--- src/rtl/dll_pkg.sv ---
`default_nettype none

package dll_pkg;

   // Node numbering: nodes 0 .. NODE_COUNT-1, the value NODE_COUNT means none
   localparam int NODE_COUNT = 64;
   localparam int NODE_W     = $clog2(NODE_COUNT);
   localparam int LINK_W     = $clog2(NODE_COUNT + 1);

   localparam logic [LINK_W-1:0] NIL = LINK_W'(NODE_COUNT);

   typedef enum logic [3:0] {
      OP_INS_AFTER    = 4'd0,
      OP_INS_BEFORE   = 4'd1,
      OP_INS_FRONT    = 4'd2,
      OP_INS_BACK     = 4'd3,
      OP_REMOVE       = 4'd4,
      OP_REMOVE_FRONT = 4'd5,
      OP_FIRST        = 4'd6,
      OP_LAST         = 4'd7,
      OP_PREV         = 4'd8,
      OP_NEXT         = 4'd9
   } op_type;

   typedef enum logic [1:0] {
      STAT_DONE    = 2'd0,
      STAT_IGNORED = 2'd1,
      STAT_EMPTY   = 2'd2
   } status_type;

   typedef enum logic [1:0] {
      ST_IDLE  = 2'd0,
      ST_STEP0 = 2'd1,
      ST_STEP1 = 2'd2
   } state_type;

   // One access bundle for a link memory: one read and one write port
   typedef struct packed {
      logic              re;
      logic [NODE_W-1:0] raddr;
      logic              we;
      logic [NODE_W-1:0] waddr;
      logic [LINK_W-1:0] wdata;
   } ram_req_type;

   function automatic logic link_ok(input logic [LINK_W-1:0] v);
      return v < NIL;
   endfunction

endpackage

`default_nettype wire

--- src/rtl/dll_link_ram.sv ---
`default_nettype none

module dll_link_ram (
   input  wire logic                        clock,
   input  wire dll_pkg::ram_req_type        req,
   output logic [dll_pkg::LINK_W-1:0]       rd_data
);
   import dll_pkg::*;

   logic [LINK_W-1:0] link_mem [NODE_COUNT];
   logic [LINK_W-1:0] rd_data_ff;

   // Entries hold no reset value: the user must write each before it is read; the RAM does not enforce it
   always_ff @(posedge clock) begin
      if (req.we) begin
         link_mem[req.waddr] <= req.wdata;
      end
      if (req.re) begin
         rd_data_ff <= link_mem[req.raddr];
      end
   end

   assign rd_data = rd_data_ff;

endmodule

`default_nettype wire

--- src/rtl/dll_ctrl.sv ---
`default_nettype none

module dll_ctrl (
   input  wire logic                        clock,
   input  wire logic                        reset,
   input  wire logic                        start,
   output logic                             busy,
   input  wire logic [3:0]                  req_opcode,
   input  wire logic [dll_pkg::NODE_W-1:0]  req_new_node,
   input  wire logic [dll_pkg::LINK_W-1:0]  req_ref_node,
   input  wire logic [dll_pkg::LINK_W-1:0]  next_rd,
   input  wire logic [dll_pkg::LINK_W-1:0]  prev_rd,
   output dll_pkg::ram_req_type             next_req,
   output dll_pkg::ram_req_type             prev_req,
   output logic                             rsp_valid,
   output logic [dll_pkg::LINK_W-1:0]       rsp_result_node,
   output logic [dll_pkg::LINK_W-1:0]       rsp_list_size,
   output logic [1:0]                       rsp_status
);
   import dll_pkg::*;

   state_type         state_ff, state_in;
   op_type            op_ff;
   logic [NODE_W-1:0] nn_ff;
   logic [LINK_W-1:0] rn_ff;
   logic [LINK_W-1:0] head_ff, head_in;
   logic [LINK_W-1:0] tail_ff, tail_in;
   logic [LINK_W-1:0] count_ff, count_in;
   logic              rsp_valid_ff;
   logic [LINK_W-1:0] rsp_node_ff, rsp_node_in;
   logic [LINK_W-1:0] rsp_size_ff;
   status_type        rsp_stat_ff, rsp_stat_in;

   logic              accept;
   logic              last_step;
   logic              grow, shrink;
   logic [LINK_W-1:0] nn_link;
   logic              ref_ok, x_ok, p_ok, head_ok, tail_ok, cnt_zero, empty;

   assign accept    = start && (state_ff == ST_IDLE);
   assign busy      = (state_ff != ST_IDLE);
   assign last_step = (state_ff == ST_STEP1);
   assign nn_link   = LINK_W'(nn_ff);
   assign ref_ok    = link_ok(rn_ff);
   assign x_ok      = link_ok(next_rd);
   assign p_ok      = link_ok(prev_rd);
   assign head_ok   = link_ok(head_ff);
   assign tail_ok   = link_ok(tail_ff);
   assign cnt_zero  = (count_ff == '0);
   assign empty     = cnt_zero || !head_ok;

   always_ff @(posedge clock) begin
      if (reset) begin
         state_ff     <= ST_IDLE;
         head_ff      <= NIL;
         tail_ff      <= NIL;
         count_ff     <= '0;
         rsp_valid_ff <= 1'b0;
      end else begin
         state_ff     <= state_in;
         head_ff      <= head_in;
         tail_ff      <= tail_in;
         count_ff     <= count_in;
         rsp_valid_ff <= last_step;
      end
   end

   always_ff @(posedge clock) begin
      if (accept) begin
         op_ff <= op_type'(req_opcode);
         nn_ff <= req_new_node;
         rn_ff <= req_ref_node;
      end
      if (last_step) begin
         rsp_node_ff <= rsp_node_in;
         rsp_size_ff <= count_in;
         rsp_stat_ff <= rsp_stat_in;
      end
   end

   // Sequencer: read links on accept, then two write steps
   always_comb begin
      state_in = state_ff;
      case (state_ff)
         ST_IDLE:  if (start) state_in = ST_STEP0;
         ST_STEP0: state_in = ST_STEP1;
         ST_STEP1: state_in = ST_IDLE;
         default:  state_in = ST_IDLE;
      endcase
   end

   // Read addresses come from the request word, or from the head for a front removal;
   // link writes are kept in the order the list rules apply them
   always_comb begin
      next_req.re    = 1'b0;
      next_req.raddr = req_new_node;
      prev_req.re    = 1'b0;
      prev_req.raddr = req_new_node;
      next_req.we    = 1'b0;
      next_req.waddr = nn_ff;
      next_req.wdata = NIL;
      prev_req.we    = 1'b0;
      prev_req.waddr = nn_ff;
      prev_req.wdata = NIL;
      if (accept) begin
         case (op_type'(req_opcode))
            OP_INS_AFTER: begin
               next_req.re    = 1'b1;
               next_req.raddr = req_ref_node[NODE_W-1:0];
            end
            OP_INS_BEFORE: begin
               prev_req.re    = 1'b1;
               prev_req.raddr = req_ref_node[NODE_W-1:0];
            end
            OP_REMOVE: begin
               next_req.re = 1'b1;
               prev_req.re = 1'b1;
            end
            OP_REMOVE_FRONT: begin
               next_req.re    = 1'b1;
               next_req.raddr = head_ff[NODE_W-1:0];
            end
            OP_PREV:  prev_req.re = 1'b1;
            OP_NEXT:  next_req.re = 1'b1;
            default:  ;
         endcase
      end
      if (state_ff == ST_STEP0) begin
         case (op_ff)
            OP_INS_AFTER: if (ref_ok) begin
               next_req.we    = 1'b1;
               next_req.waddr = rn_ff[NODE_W-1:0];
               next_req.wdata = nn_link;
               prev_req.we    = x_ok;
               prev_req.waddr = next_rd[NODE_W-1:0];
               prev_req.wdata = nn_link;
            end
            OP_INS_BEFORE: if (ref_ok) begin
               prev_req.we    = 1'b1;
               prev_req.waddr = rn_ff[NODE_W-1:0];
               prev_req.wdata = nn_link;
               next_req.we    = p_ok;
               next_req.waddr = prev_rd[NODE_W-1:0];
               next_req.wdata = nn_link;
            end
            OP_INS_FRONT: begin
               next_req.we    = 1'b1;
               next_req.wdata = head_ff;
               prev_req.we    = 1'b1;
            end
            OP_INS_BACK: begin
               prev_req.we    = 1'b1;
               prev_req.wdata = tail_ff;
               next_req.we    = 1'b1;
            end
            OP_REMOVE: begin
               next_req.we    = p_ok;
               next_req.waddr = prev_rd[NODE_W-1:0];
               next_req.wdata = next_rd;
               prev_req.we    = x_ok;
               prev_req.waddr = next_rd[NODE_W-1:0];
               prev_req.wdata = prev_rd;
            end
            OP_REMOVE_FRONT: begin
               prev_req.we    = !empty && x_ok;
               prev_req.waddr = next_rd[NODE_W-1:0];
            end
            default: ;
         endcase
      end else if (last_step) begin
         case (op_ff)
            OP_INS_AFTER: if (ref_ok) begin
               next_req.we    = 1'b1;
               next_req.wdata = next_rd;
               prev_req.we    = 1'b1;
               prev_req.wdata = rn_ff;
            end
            OP_INS_BEFORE: if (ref_ok) begin
               prev_req.we    = 1'b1;
               prev_req.wdata = prev_rd;
               next_req.we    = 1'b1;
               next_req.wdata = rn_ff;
            end
            OP_INS_FRONT: begin
               prev_req.we    = !cnt_zero && head_ok;
               prev_req.waddr = head_ff[NODE_W-1:0];
               prev_req.wdata = nn_link;
            end
            OP_INS_BACK: begin
               next_req.we    = !cnt_zero && tail_ok;
               next_req.waddr = tail_ff[NODE_W-1:0];
               next_req.wdata = nn_link;
            end
            OP_REMOVE: begin
               next_req.we = 1'b1;
               prev_req.we = 1'b1;
            end
            OP_REMOVE_FRONT: begin
               next_req.we    = !empty;
               next_req.waddr = head_ff[NODE_W-1:0];
               prev_req.we    = !empty;
               prev_req.waddr = head_ff[NODE_W-1:0];
            end
            default: ;
         endcase
      end
   end

   // Head, tail and size commit on the last step, with the result word
   always_comb begin
      head_in     = head_ff;
      tail_in     = tail_ff;
      grow        = 1'b0;
      shrink      = 1'b0;
      rsp_node_in = NIL;
      rsp_stat_in = STAT_DONE;
      if (last_step) begin
         case (op_ff)
            OP_INS_AFTER: begin
               if (!ref_ok) begin
                  rsp_stat_in = STAT_IGNORED;
               end else begin
                  if (!x_ok) tail_in = nn_link;
                  grow = 1'b1;
               end
            end
            OP_INS_BEFORE: begin
               if (!ref_ok) begin
                  rsp_stat_in = STAT_IGNORED;
               end else begin
                  if (!p_ok) head_in = nn_link;
                  grow = 1'b1;
               end
            end
            OP_INS_FRONT: begin
               head_in = nn_link;
               if (cnt_zero) tail_in = nn_link;
               grow = 1'b1;
            end
            OP_INS_BACK: begin
               tail_in = nn_link;
               if (cnt_zero) head_in = nn_link;
               grow = 1'b1;
            end
            OP_REMOVE: begin
               if (head_ff == nn_link) head_in = next_rd;
               if (tail_ff == nn_link) tail_in = prev_rd;
               shrink      = 1'b1;
               rsp_node_in = nn_link;
            end
            OP_REMOVE_FRONT: begin
               if (empty) begin
                  rsp_stat_in = STAT_EMPTY;
               end else begin
                  head_in = next_rd;
                  if (!x_ok) tail_in = NIL;
                  shrink      = 1'b1;
                  rsp_node_in = head_ff;
               end
            end
            OP_FIRST: rsp_node_in = head_ff;
            OP_LAST:  rsp_node_in = tail_ff;
            OP_PREV:  rsp_node_in = prev_rd;
            OP_NEXT:  rsp_node_in = next_rd;
            default:  ;
         endcase
      end
   end

   // Saturating size counter
   always_comb begin
      count_in = count_ff;
      if (grow && (count_ff < NIL)) begin
         count_in = count_ff + LINK_W'(1);
      end else if (shrink && !cnt_zero) begin
         count_in = count_ff - LINK_W'(1);
      end
   end

   assign rsp_valid       = rsp_valid_ff;
   assign rsp_result_node = rsp_node_ff;
   assign rsp_list_size   = rsp_size_ff;
   assign rsp_status      = rsp_stat_ff;

`ifndef SYNTHESIS
   a_accept_to_rsp: assert property (@(posedge clock) disable iff (reset)
      accept |-> ##3 rsp_valid_ff)
      else $error("accepted word gave no response three cycles later");

   a_rsp_only_after_step: assert property (@(posedge clock) disable iff (reset)
      rsp_valid_ff |-> $past(state_ff) == ST_STEP1)
      else $error("response strobe without a finished operation");

   a_no_write_idle: assert property (@(posedge clock) disable iff (reset)
      (state_ff == ST_IDLE) |-> !(next_req.we || prev_req.we))
      else $error("link write while idle");

   a_read_on_accept: assert property (@(posedge clock) disable iff (reset)
      (next_req.re || prev_req.re) |-> accept)
      else $error("link read outside an accept");

   a_size_bound: assert property (@(posedge clock) disable iff (reset)
      count_ff <= NIL)
      else $error("list size above node count");
`endif

endmodule

`default_nettype wire

--- src/rtl/doubly_linked_list_manager.sv ---
`default_nettype none

// Doubly linked list manager: head, tail, size in flops, next/prev links in two RAMs.
// rsp_valid and the response word are registered together as the last write step ends;
// each operation is one link read, then two write steps; a new one is taken only when idle.
// busy is high for the two write steps; the receiver cannot stall responses.
// Synchronous active-high reset empties the list; link RAMs are not cleared.
module doubly_linked_list_manager (
   input  wire logic                        clock,
   input  wire logic                        reset,
   input  wire logic                        start,
   output logic                             busy,
   input  wire logic [3:0]                  req_opcode,
   input  wire logic [dll_pkg::NODE_W-1:0]  req_new_node,
   input  wire logic [dll_pkg::LINK_W-1:0]  req_ref_node,
   output logic                             rsp_valid,
   output logic [dll_pkg::LINK_W-1:0]       rsp_result_node,
   output logic [dll_pkg::LINK_W-1:0]       rsp_list_size,
   output logic [1:0]                       rsp_status
);
   import dll_pkg::*;

   // Access bundles for the two link memories
   ram_req_type       next_req;
   ram_req_type       prev_req;
   logic [LINK_W-1:0] next_rd;
   logic [LINK_W-1:0] prev_rd;

   // Sequencer: decode the word, read the neighbor links during the accept
   // cycle, then use two write steps to write up to two entries in each RAM and
   // commit head, tail and size with the response on the last step.
   dll_ctrl u_ctrl (
      .clock           (clock),
      .reset           (reset),
      .start           (start),
      .busy            (busy),
      .req_opcode      (req_opcode),
      .req_new_node    (req_new_node),
      .req_ref_node    (req_ref_node),
      .next_rd         (next_rd),
      .prev_rd         (prev_rd),
      .next_req        (next_req),
      .prev_req        (prev_req),
      .rsp_valid       (rsp_valid),
      .rsp_result_node (rsp_result_node),
      .rsp_list_size   (rsp_list_size),
      .rsp_status      (rsp_status)
   );

   // Forward links: entry n holds the node after n, or none
   dll_link_ram u_next_ram (
      .clock   (clock),
      .req     (next_req),
      .rd_data (next_rd)
   );

   // Backward links: entry n holds the node before n, or none
   dll_link_ram u_prev_ram (
      .clock   (clock),
      .req     (prev_req),
      .rd_data (prev_rd)
   );

endmodule

`default_nettype wire

--- config.mk ---
export PLATFORM = sky130hd
export DESIGN_NAME = doubly_linked_list_manager
export DESIGN_NICKNAME = d
export VERILOG_FILES = /design/src/rtl/dll_pkg.sv /design/src/rtl/dll_link_ram.sv /design/src/rtl/dll_ctrl.sv /design/src/rtl/doubly_linked_list_manager.sv
export SDC_FILE = /design/constraint.sdc
export NUM_CORES = 1
export LEC_CHECK = 0
export BUFFER_PORTS_ARGS = -buffer_cell sky130_fd_sc_hd__buf_2
export CORE_AREA = 2 2 305 231
export DETAILED_ROUTE_END_ITERATION = 16
export DIE_AREA = 0 0 307 233
export PLACE_DENSITY_LB_ADDON = 0.1
export SYNTH_ARGS = -nofsm -noshare
export SYNTH_HDL_FRONTEND = slang
export SYNTH_SLANG_ARGS = --single-unit
--- constraint.sdc ---
create_clock -name clock -period 11.5 [get_ports clock]
set_input_delay 0.575 -clock clock [delete_from_list [all_inputs] [get_ports clock]]
set_output_delay 0.575 -clock clock [all_outputs]
set_load 0.01 [all_outputs]
== Word-level counts from Yosys, hierarchy flattened ==
Memories as Yosys holds them, arrays and structs flattened. A register that Yosys moved wholly into a read port is not among the register bits.
Index checks and enable logic that the tools add are counted.
Widths: inputs -> output; s select.
Storage, ports and cells
  RAM bits: 896
  input port bits: 20
  word-level logic and storage cells: 134
  memories kept: 2
  output and inout port bits: 18
  bits in registers: 57
Operators by class
  muxes and demuxes: 59
  reduce and logical (&&, ||, !) cells: 25
  magnitude comparators: 6
  eq/ne operators: 29
  $add $sub $neg: 2
Memories
  u_next_ram.link_mem: words 64, width 7, rd ports 1, clocked after Yosys merged registers in 1, wr ports 1, line dll_link_ram.sv:10  | logic [LINK_W-1:0] link_mem [NODE_COUNT];
  u_prev_ram.link_mem: words 64, width 7, rd ports 1, clocked after Yosys merged registers in 1, wr ports 1, line dll_link_ram.sv:10
Operators by type and width (number)
  $mux 7: 18
  $mux 14: 7
  $pmux 7 s5: 2
  $pmux 7 s4: 2
  $lt 7x7->1 const B: 6
  $pmux 7 s3: 2
  $pmux 7 s6: 1
  $pmux 6 s3: 2
  $eq 4x3->1 const B: 6
  $pmux 6 s2: 2
  $eq 4x4->1 const B: 4
  $eq 7x6->1: 2
  $mux 6: 2
  $ne 2x1->1 const B: 6
  $pmux 1 s4: 3
  $mux 1: 11
  $ne 2x2->1 const B: 5
  $reduce_bool 5->1: 2
  $eq 4x1->1 const B: 2
  $eq 4x2->1 const B: 2
  $logic_not 4->1: 2
  $pmux 2 s2: 2
  $reduce_and 8->1: 1
  $reduce_or 2->1: 4
  16 further kinds: 25

== Depth between registers and ports, before layout ==
Gate-level depths: netlist of the first run.
  depth in word-level cells: 9
  gate-level depth with buffers: 12
  mapped depth without buffers: 10

== Cells and area by module ==
From an unflattened synthesis of the first run, not the netlist that was laid out.
Second synthesis, totals
  cells, all modules: 2151
  area, all modules: 39764.4 um2
By module, submodules not included
  dll_link_ram at u_prev_ram: cells each 827, sequential area each 13663.1 um2, instances 1, area an instance 17705.7 um2
  dll_link_ram at u_next_ram: cells each 827, sequential area each 13663.1 um2, instances 1, area an instance 17704.5 um2
  dll_ctrl: cells each 497, sequential area each 1471.4 um2, instances 1, area an instance 4354.2 um2

== Least setup slack after synthesis of the first run ==
No wires, ideal clock.
  path kind: register -> register
  from: reg u_ctrl.op_ff[1]
  to: mem u_prev_ram.link_mem[0][5] (netlist bit) (data pin)
  path slack: 7301 ps
  data required time: 10947 ps
  arrival: 3646 ps
  period minus slack after synthesis: 4199 ps
  setup time: 553 ps
  cell stages (with the launch flop): 8
  cell sequence: edfxtp_1 > buf_2 > buf_2 > buf_2 > nor3_1 > clkbuf_1 > a222oi_1 > o22ai_1
RTL lines
  start: declaration: line dll_ctrl.sv:23  | op_type op_ff;
  start signal: assignment: line dll_ctrl.sv:70  | op_ff <= op_type'(req_opcode);
  end: declaration: line dll_link_ram.sv:10

== Worst setup path in the final report of the first run ==
  from: reg u_ctrl.state_ff[0]
  to: reg u_next_ram.rd_data_ff[1], in the netlist u_next_ram.rd_data[1], read port of u_next_ram.link_mem (data pin)
Between the ends
  cells in the longest elaborated chain, start to end: 3
RTL lines
  start: declaration: line dll_ctrl.sv:22  | state_type state_ff, state_in;
  start signal: assignment: line dll_ctrl.sv:60  | state_ff <= state_in;
  $logic_not 2->1: line dll_ctrl.sv:40  | assign accept = start && (state_ff == ST_IDLE);
  $logic_and 1x1->1: line dll_ctrl.sv:40
  named net u_ctrl.accept: line dll_ctrl.sv:34  | logic accept;
  $mux 7: line dll_ctrl.sv:105  | if (accept) begin
  end: declaration: line dll_link_ram.sv:11  | logic [LINK_W-1:0] rd_data_ff;
The timed path passes the listed nets, and every way through them passes these cells.
A chain may end at the register's enable or synchronous reset.

==> results of run 1 <==
## how the worst max path moves through the flow
stage,slack (ns),start,cells after the start,endpoint
global route,5.90,u_ctrl.state_ff[0],12,u_next_ram.rd_data[1]
floorplan,7.30,u_ctrl.op_ff[1],7,u_prev_ram.link_mem[0][5]
finish,6.13,u_ctrl.state_ff[0],12,u_next_ram.rd_data[1]
global placement,6.03,start,13,u_next_ram.rd_data[1]
detailed placement,5.88,start,13,u_next_ram.rd_data[1]
CTS,6.23,u_ctrl.state_ff[0],12,u_next_ram.rd_data[1]
## state kept, by name, indices dropped and copies added, names as in the netlist
| name | cells |
|---|---|
| u_ctrl.tail_ff | 7 |
| u_ctrl.rsp_valid | 1 |
| u_ctrl.rn_ff | 7 |
| u_ctrl.count_ff | 7 |
| u_next_ram.link_mem | 448 |
| u_ctrl.state_ff | 2 |
| u_ctrl.rsp_status | 2 |
| u_ctrl.rsp_result_node | 7 |
| u_next_ram.rd_data | 7 |
| u_ctrl.head_ff | 7 |
| u_ctrl.op_ff | 4 |
| u_ctrl.rsp_list_size | 7 |
| u_ctrl.nn_ff | 6 |
| u_prev_ram.rd_data | 7 |
| u_prev_ram.link_mem | 448 |
## layout make-up
cell class,count,area [sq um]
fill,4871,23400
sequential,967,28800
multi-input combinational,1805,11300
antenna,1,2.50
timing repair buffer,82,536
tap,892,1120
clock buffer,110,2370
clock inverter,60,703
inverter,26,103
## cell families (layout without fill, tap and decap cells)
kind of cell             Yosys count  in the layout  share of synthesized area
AO/OA/AOI/OAI                    587            587                     0.0954
XOR/XNOR                          19             19                    0.00408
adder cells (fa/ha/maj)            2              2                   0.000613
buffers and inverters            221            278                     0.0250
flip-flops                       967            967                      0.706
multiplexers                     253            253                     0.0629
other                              0              1                          0
AND/OR/NAND/NOR                  944            944                      0.106
## cell usage after synthesis (5+ instances only)
cell,n,share of area
edfxtp_1,943,0.69
nand2_1,338,0.031
nand3_1,247,0.030
mux2i_1,230,0.056
nor2_1,190,0.017
o21ai_0,139,0.017
a21oi_1,116,0.014
clkbuf_1,100,0.0092
o22ai_1,65,0.010
buf_2,58,0.0071
o221ai_1,52,0.011
a31oi_1,34,0.0052
nor4_1,30,0.0046
dfxtp_1,24,0.012
inv_1,23,0.0021
mux2_2,22,0.0061
nor2b_1,22,0.0034
nand4_1,21,0.0032
a22oi_1,19,0.0035
and3_1,18,0.0028
buf_4,18,0.0033
nor3_1,18,0.0022
a222oi_1,15,0.0037
a311oi_1,15,0.0032
a32oi_1,15,0.0032
nand2b_1,14,0.0021
buf_1,13,0.0012
o21ai_1,13,0.0016
a221o_1,10,0.0025
or3_1,10,0.0015
xnor2_1,10,0.0021
a221oi_1,9,0.0019
o2111ai_1,9,0.0019
xor2_1,9,0.0019
o211ai_1,8,0.0015
a2111o_1,7,0.0019
a211oi_1,7,0.0013
and2_1,7,0.0011
o32ai_1,7,0.0015
buf_6,6,0.0017
o41ai_1,6,0.0013
or2_2,5,0.00077
## power groups by stage
| stage | sequential (mW) | combinational (mW) | clock (mW) |
|---|---|---|---|
| after global placement | 3.93 | 0.488 | 0 |
| after floorplan | 3.92 | 0.336 | 0 |
| final | 3.86 | 0.510 | 3.08 |
| after CTS | 3.86 | 0.494 | 3.10 |
| after detailed placement | 3.93 | 0.492 | 0 |
| after global routing | 3.85 | 0.541 | 3.23 |
## per-layer routing
metal  global-route usage  part of all wire
met3               0.0933              0.14
met4               0.0793             0.022
met2                0.427              0.41
met1                0.512              0.43
met5                    0           0.00039
## worst reg2reg max path: cells and delay by family, from the launching register on
family | cells | cell delay, ns
buffers and inverters | 4 | 2.57
AND/OR/NAND/NOR | 3 | 0.99
AO/OA/AOI/OAI | 4 | 0.91
flip-flops | 1 | 0.34
multiplexers | 1 | 0.31
==> flow_summary.toml, run 1 <==
[status]
status = "finished, final reports clean"

[timing]
fin_crit_sh = 0.467
fmax_mhz = 186
setup_slack_ns = 6.13
tns_ns = 0
fin_skew_ns = 0.0251
whs_ns = 0.113
worst_pin_slew_ns = 1.42
min_period_ns = 5.37
finalHoldViolations = 0
maxSlewHeadroom = 0.0464
finalSetupViolCount = 0
slew_violations = 0
grt_setup_unrepaired = "no"

[worst_setup_path]
arrival_ns = 5.77
cp_top_family = "buffers and inverters"
path_max_fanout = 65
max_stage_delay_ns = 0.91
cp.buffers_inverters = 4
critPathRequiredTime_ns = 11.90
startpoint_type = "flop"
path_cells = "or3b_4, clkinv_4, a41oi_1, o211ai_4, buf_4, buf_4, buf_4, mux2i_1, o221ai_1, a21oi_1, nor4_1, or3_1"
r2r_cells = 12
critPathCaptureType = "flop"
cpMostUsedCell = "buf_4"
r2r-start = "u_ctrl.state_ff[0]"
r2r_end = "u_next_ram.rd_data[1]"
rrSetupSlack_ns = 6.13
crit_type = "flop to flop"
cp_slowest_cell = "buf_4"

[layout]
fin_util = 0.657
layout.cells.non_filler = 3943
drive_gt1_frac = 0.0967
layout_common_cells = "edfxtp_1 (943), nand2_1 (337), nand3_1 (247)"
finalInstanceArea_sq_um = 44900
layout.nets = 2995
syn2layout_area_growth_pct = 10.1
layout_commonest_cell = "edfxtp_1"

[drt]
routed_wl_mm = 114
vias = 26775
wire_per_inst_um = 28.9
drcViolationCount = 0
drtPass1Iterations = 6
drt-initial-drc-count = 4365
antenna_left = 0
avgViaCountPerCell = 6.79

[cts]
clk_latency_ns = 0.67
cts_max_level = 3
cts_resized = 0
clock_sinks = 967
clock-root-buffer = "clkbuf_16"
cts_tree = "built"
cts_buffers = 91
postCtsHoldBufs = 0
cts.clk_slew.worst_paths_ns = 0.06
clockBufferDepth = 3
postCtsSetupBuffers = 0

[power]
power_density_nw_per_um2 = 166
intPower_mw = 5.74
p_clk_frac = 0.414
p_leak_nw = 14.3
ir_worst_vdd_mv = 0.145
swShare = 0.229
seq_power_share = 0.518
p_comb_frac = 0.069
netSwitchingPower_mw = 1.71
power_mw = 7.45

[synthesis]
synthArstFlopShare = 0
synthFlopType = "edfxtp_1"
ys_seq_area_frac = 0.706
synthesis.nets = 3015
netlist_area_sq_um = 40800
synth.avg_cell_area_sq_um = 13.6
ys_warn_count = 0
synth-seq-cells = 967
yosysUniqueCellTypes = 79
syn_inst = 2993
synth_edf_count = 943

[placement]
hpwl_mm = 71.6
dp_cells = 3772
port_buffers = 37
gp_congestion = 0.943
dp_slack_ns = 5.88
place_area_sq_um = 41800

[hold_path]
hold_start = "req_ref_node[6]"
holdPathEnd = "u_ctrl.rn_ff[6]"
hold_depth = 1
hold_path.class = "input port to flop"

[global_route]
grt_max_degree = 179
grt_pass1_wl_mm = 168
antenna_found_initial = 6
overflow = 0
grt_pass1_vias = 25056
grt.total_usage = 0.320

[floorplanning]
ios = 38
start_util = 0.597
rows = 83
fp.dieH_um = 233
die_x_um = 307
die-area_sq_um = 71500
core_region_area_sq_um = 68300

[job]
cap_violations = 0
(Power assumes the default switching activity.)
==> run 2: changes to the inputs <==
--- a/config.mk
+++ b/config.mk
@@ -5,10 +5,11 @@
 export SDC_FILE = /design/constraint.sdc
 export NUM_CORES = 1
 export LEC_CHECK = 0
+export ABC_AREA = 1
 export BUFFER_PORTS_ARGS = -buffer_cell sky130_fd_sc_hd__buf_2
-export CORE_AREA = 2 2 305 231
+export CORE_AREA = 2 2 315 239
 export DETAILED_ROUTE_END_ITERATION = 16
-export DIE_AREA = 0 0 307 233
+export DIE_AREA = 0 0 317 241
 export PLACE_DENSITY_LB_ADDON = 0.1
 export SYNTH_ARGS = -nofsm -noshare
 export SYNTH_HDL_FRONTEND = slang
==> constraint.sdc (replaced) <==
create_clock -name clock -period 5.3 [get_ports clock]
set_input_delay 0.265 -clock clock [delete_from_list [all_inputs] [get_ports clock]]
set_output_delay 0.265 -clock clock [all_outputs]
set_load 0.01 [all_outputs]
==> run 2 against run 1 <==
Against the previous run: maximum frequency up 26%; global-route usage is essentially flat; die area grew 6.8%; power is 110% higher; register-to-register slack lost 5.1 ns; sequential share of layout area down 4.0 points; combinational power is 140% higher; design area up 6.7%; setup slack lost 5.1 ns; critical path type unchanged; critical endpoint is now u_next_ram.link_mem[41][6]; largest cell class unchanged.
==> flow_summary.toml, run 2 <==
[status]
status = "finished, final reports clean"

[worst_setup_path]
crit_start = "u_ctrl.rn_ff[6]"
max_stage_delay_ns = 0.80
arrival_ns = 4.56
startpoint_type = "flop"
critPathRequiredTime_ns = 5.59
rrSetupSlack_ns = 1.03
r2r_end = "u_next_ram.link_mem[41][6]"
critPathCaptureType = "flop"
path_max_fanout = 17
r2r-start = "u_ctrl.rn_ff[6]"
path_cells = "clkinv_1, nand2_1, nor2_1, nor2_1, o211ai_1, o22ai_2, nand4_1, nor2_1"
cp_slowest_cell = "edfxtp_1"
r2r_cells = 8
crit_type = "flop to flop"
cpMostUsedCell = "nor2_1"

[cts]
cts_max_level = 3
cts.clk_slew.worst_paths_ns = 0.06
clock_sinks = 967
clock-root-buffer = "clkbuf_16"
cts_resized = 0
clockBufferDepth = 3
clk_latency_ns = 0.68
cts_buffers = 90
cts_tree = "built"
postCtsSetupBuffers = 0

[drt]
drcViolationCount = 0
routed_wl_mm = 122
drt-initial-drc-count = 4842
avgViaCountPerCell = 5.82
drtPass1Iterations = 6
antenna_left = 0
vias = 31373
wire_per_inst_um = 22.6

[timing]
maxSlewHeadroom = 0.286
finalHoldViolations = 0
setup_slack_ns = 1.03
worst_pin_slew_ns = 1.07
fmax_mhz = 234
finalSetupViolCount = 0
slew_violations = 0
grt_setup_unrepaired = "no"
fin_skew_ns = 0.0275
tns_ns = 0
fin_crit_sh = 0.805
min_period_ns = 4.27

[global_route]
grt_use_met2 = 0.425
met3_usage = 0.0944
grt_max_degree = 135
grt_pass1_wl_mm = 180
met1_usage = 0.514
grt_pass1_vias = 28647
overflow = 0
antenna_found_initial = 4
grt.total_usage = 0.320
grt_most_used_layer = "met1"

[floorplanning]
fp.dieH_um = 241
ios = 38
start_util = 0.598
die-area_sq_um = 76400
rows = 86
die_x_um = 317
core_region_area_sq_um = 73100

[layout]
fin_util = 0.656
diodes = 0
layout_commonest_cell = "nand2_1"
layout.nets = 4371
syn2layout_area_growth_pct = 9.57
layout_common_cells = "nand2_1 (1230), edfxtp_1 (943), nand3_1 (749)"
drive_gt1_frac = 0.0699
largestRegisters = "u_next_ram.link_mem (448), u_prev_ram.link_mem (448)"
num-fill-cells = 5689

[synthesis]
netlist_area_sq_um = 43700
yosysTopAreaCellShare = 0.648
yosysTopAreaCell = "edfxtp_1"
ys_seq_area_frac = 0.659
yosys-top-cells-area = "edfxtp_1 (65%), nand2_1 (11%), nand3_1 (8.6%)"
ys_warn_count = 0
synth.avg_cell_area_sq_um = 10.0
syn_inst = 4353
synth_most_common_cell = "nand2_1"
synthFlopType = "edfxtp_1"
synthArstFlopShare = 0
synth_edf_count = 943
synth-seq-cells = 967
synthesis.nets = 4375
yosysUniqueCellTypes = 52
ys_top_cells_by_count = "nand2_1 (1231), edfxtp_1 (943), nand3_1 (749)"

[hold_path]
hold_start = "req_new_node[3]"
hold_depth = 2
hold_path.class = "input port to flop"
holdPathEnd = "u_ctrl.nn_ff[3]"

[placement]
gp_congestion = 1.06
port_buffers = 37
dp_slack_ns = 1.23
hpwl_mm = 75.0

[job]
cap_violations = 0

[power]
p_leak_nw = 19.3
ir_worst_vdd_mv = 0.260
power_density_nw_per_um2 = 330
## run 2: cells by family after synthesis
| group | Yosys count | share of synthesized area |
|---|---|---|
| buf+inv | 849 | 0.0777 |
| compound gates | 270 | 0.0376 |
| fa+ha+maj | 2 | 0.000572 |
| xor+xnor | 11 | 0.00220 |
| simple gates | 2254 | 0.223 |
| flops | 967 | 0.659 |
## run 2: how the worst max path moves through the flow
stage                                 endpoint  slack [ns]  cells after the start
global route        u_next_ram.link_mem[17][2]        0.85                      8
finish              u_next_ram.link_mem[41][6]        1.03                      8
global placement    u_next_ram.link_mem[17][3]        1.20                      8
CTS                 u_next_ram.link_mem[41][6]        1.21                      8
floorplan            u_prev_ram.link_mem[0][5]        0.67                      5
detailed placement  u_next_ram.link_mem[25][4]        1.23                      8
## run 2: repair_timing
action | CTS | global route
endpoints found under the setup margin | 0 | 0
hold buffers | 19 | 0
hold endpoints to repair | 27 | 0
## run 2: cell type report
class / instances / area [sq um] / area share
Timing Repair Buffer: 116 / 913 / 0.0191
Multi-Input combinational cell: 2537 / 11800 / 0.246
Tap cell: 968 / 1210 / 0.0253
Sequential cell: 967 / 28800 / 0.601
Clock inverter: 48 / 384 / 0.00802
Inverter: 637 / 2390 / 0.0500
Clock buffer: 118 / 2420 / 0.0505
## run 2: critical path: cells and delay by family (launching register included)
kind | cells | cell delay (ns)
flip-flops | 1 | 0.80
AO/OA/AOI/OAI | 2 | 0.57
buffers and inverters | 1 | 0.50
AND/OR/NAND/NOR | 5 | 2.00
## run 2: metrics by stage
step	power (mW)	cell area (sq um)	std cells	hold WS [ns]
after global placement	9.68	44900	5206	0.459
after floorplan	9.27	43700	4353	0.363
after CTS	15.8	47900	5391	0.329
after detailed placement	9.68	44900	5206	0.467
after global routing	16.3	47900	5391	0.346
final	15.8	47900	5391	0.347
## run 2: metal layers
layer / share of wire / vias up
met5: 0.00038 / -
met4: 0.019 / 8
met3: 0.13 / 185
met2: 0.40 / 1798
met1: 0.45 / 14856
li1: - / 14526
## run 2: report_power, final
part           leakage, nW  total (mW)  switching (mW)  internal [mW]
logic                 7.65        1.21           0.902          0.303
registers             10.3        8.37          0.0351           8.33
clock network         1.37        6.25            2.82           3.43
total                 19.3        15.8            3.76           12.1
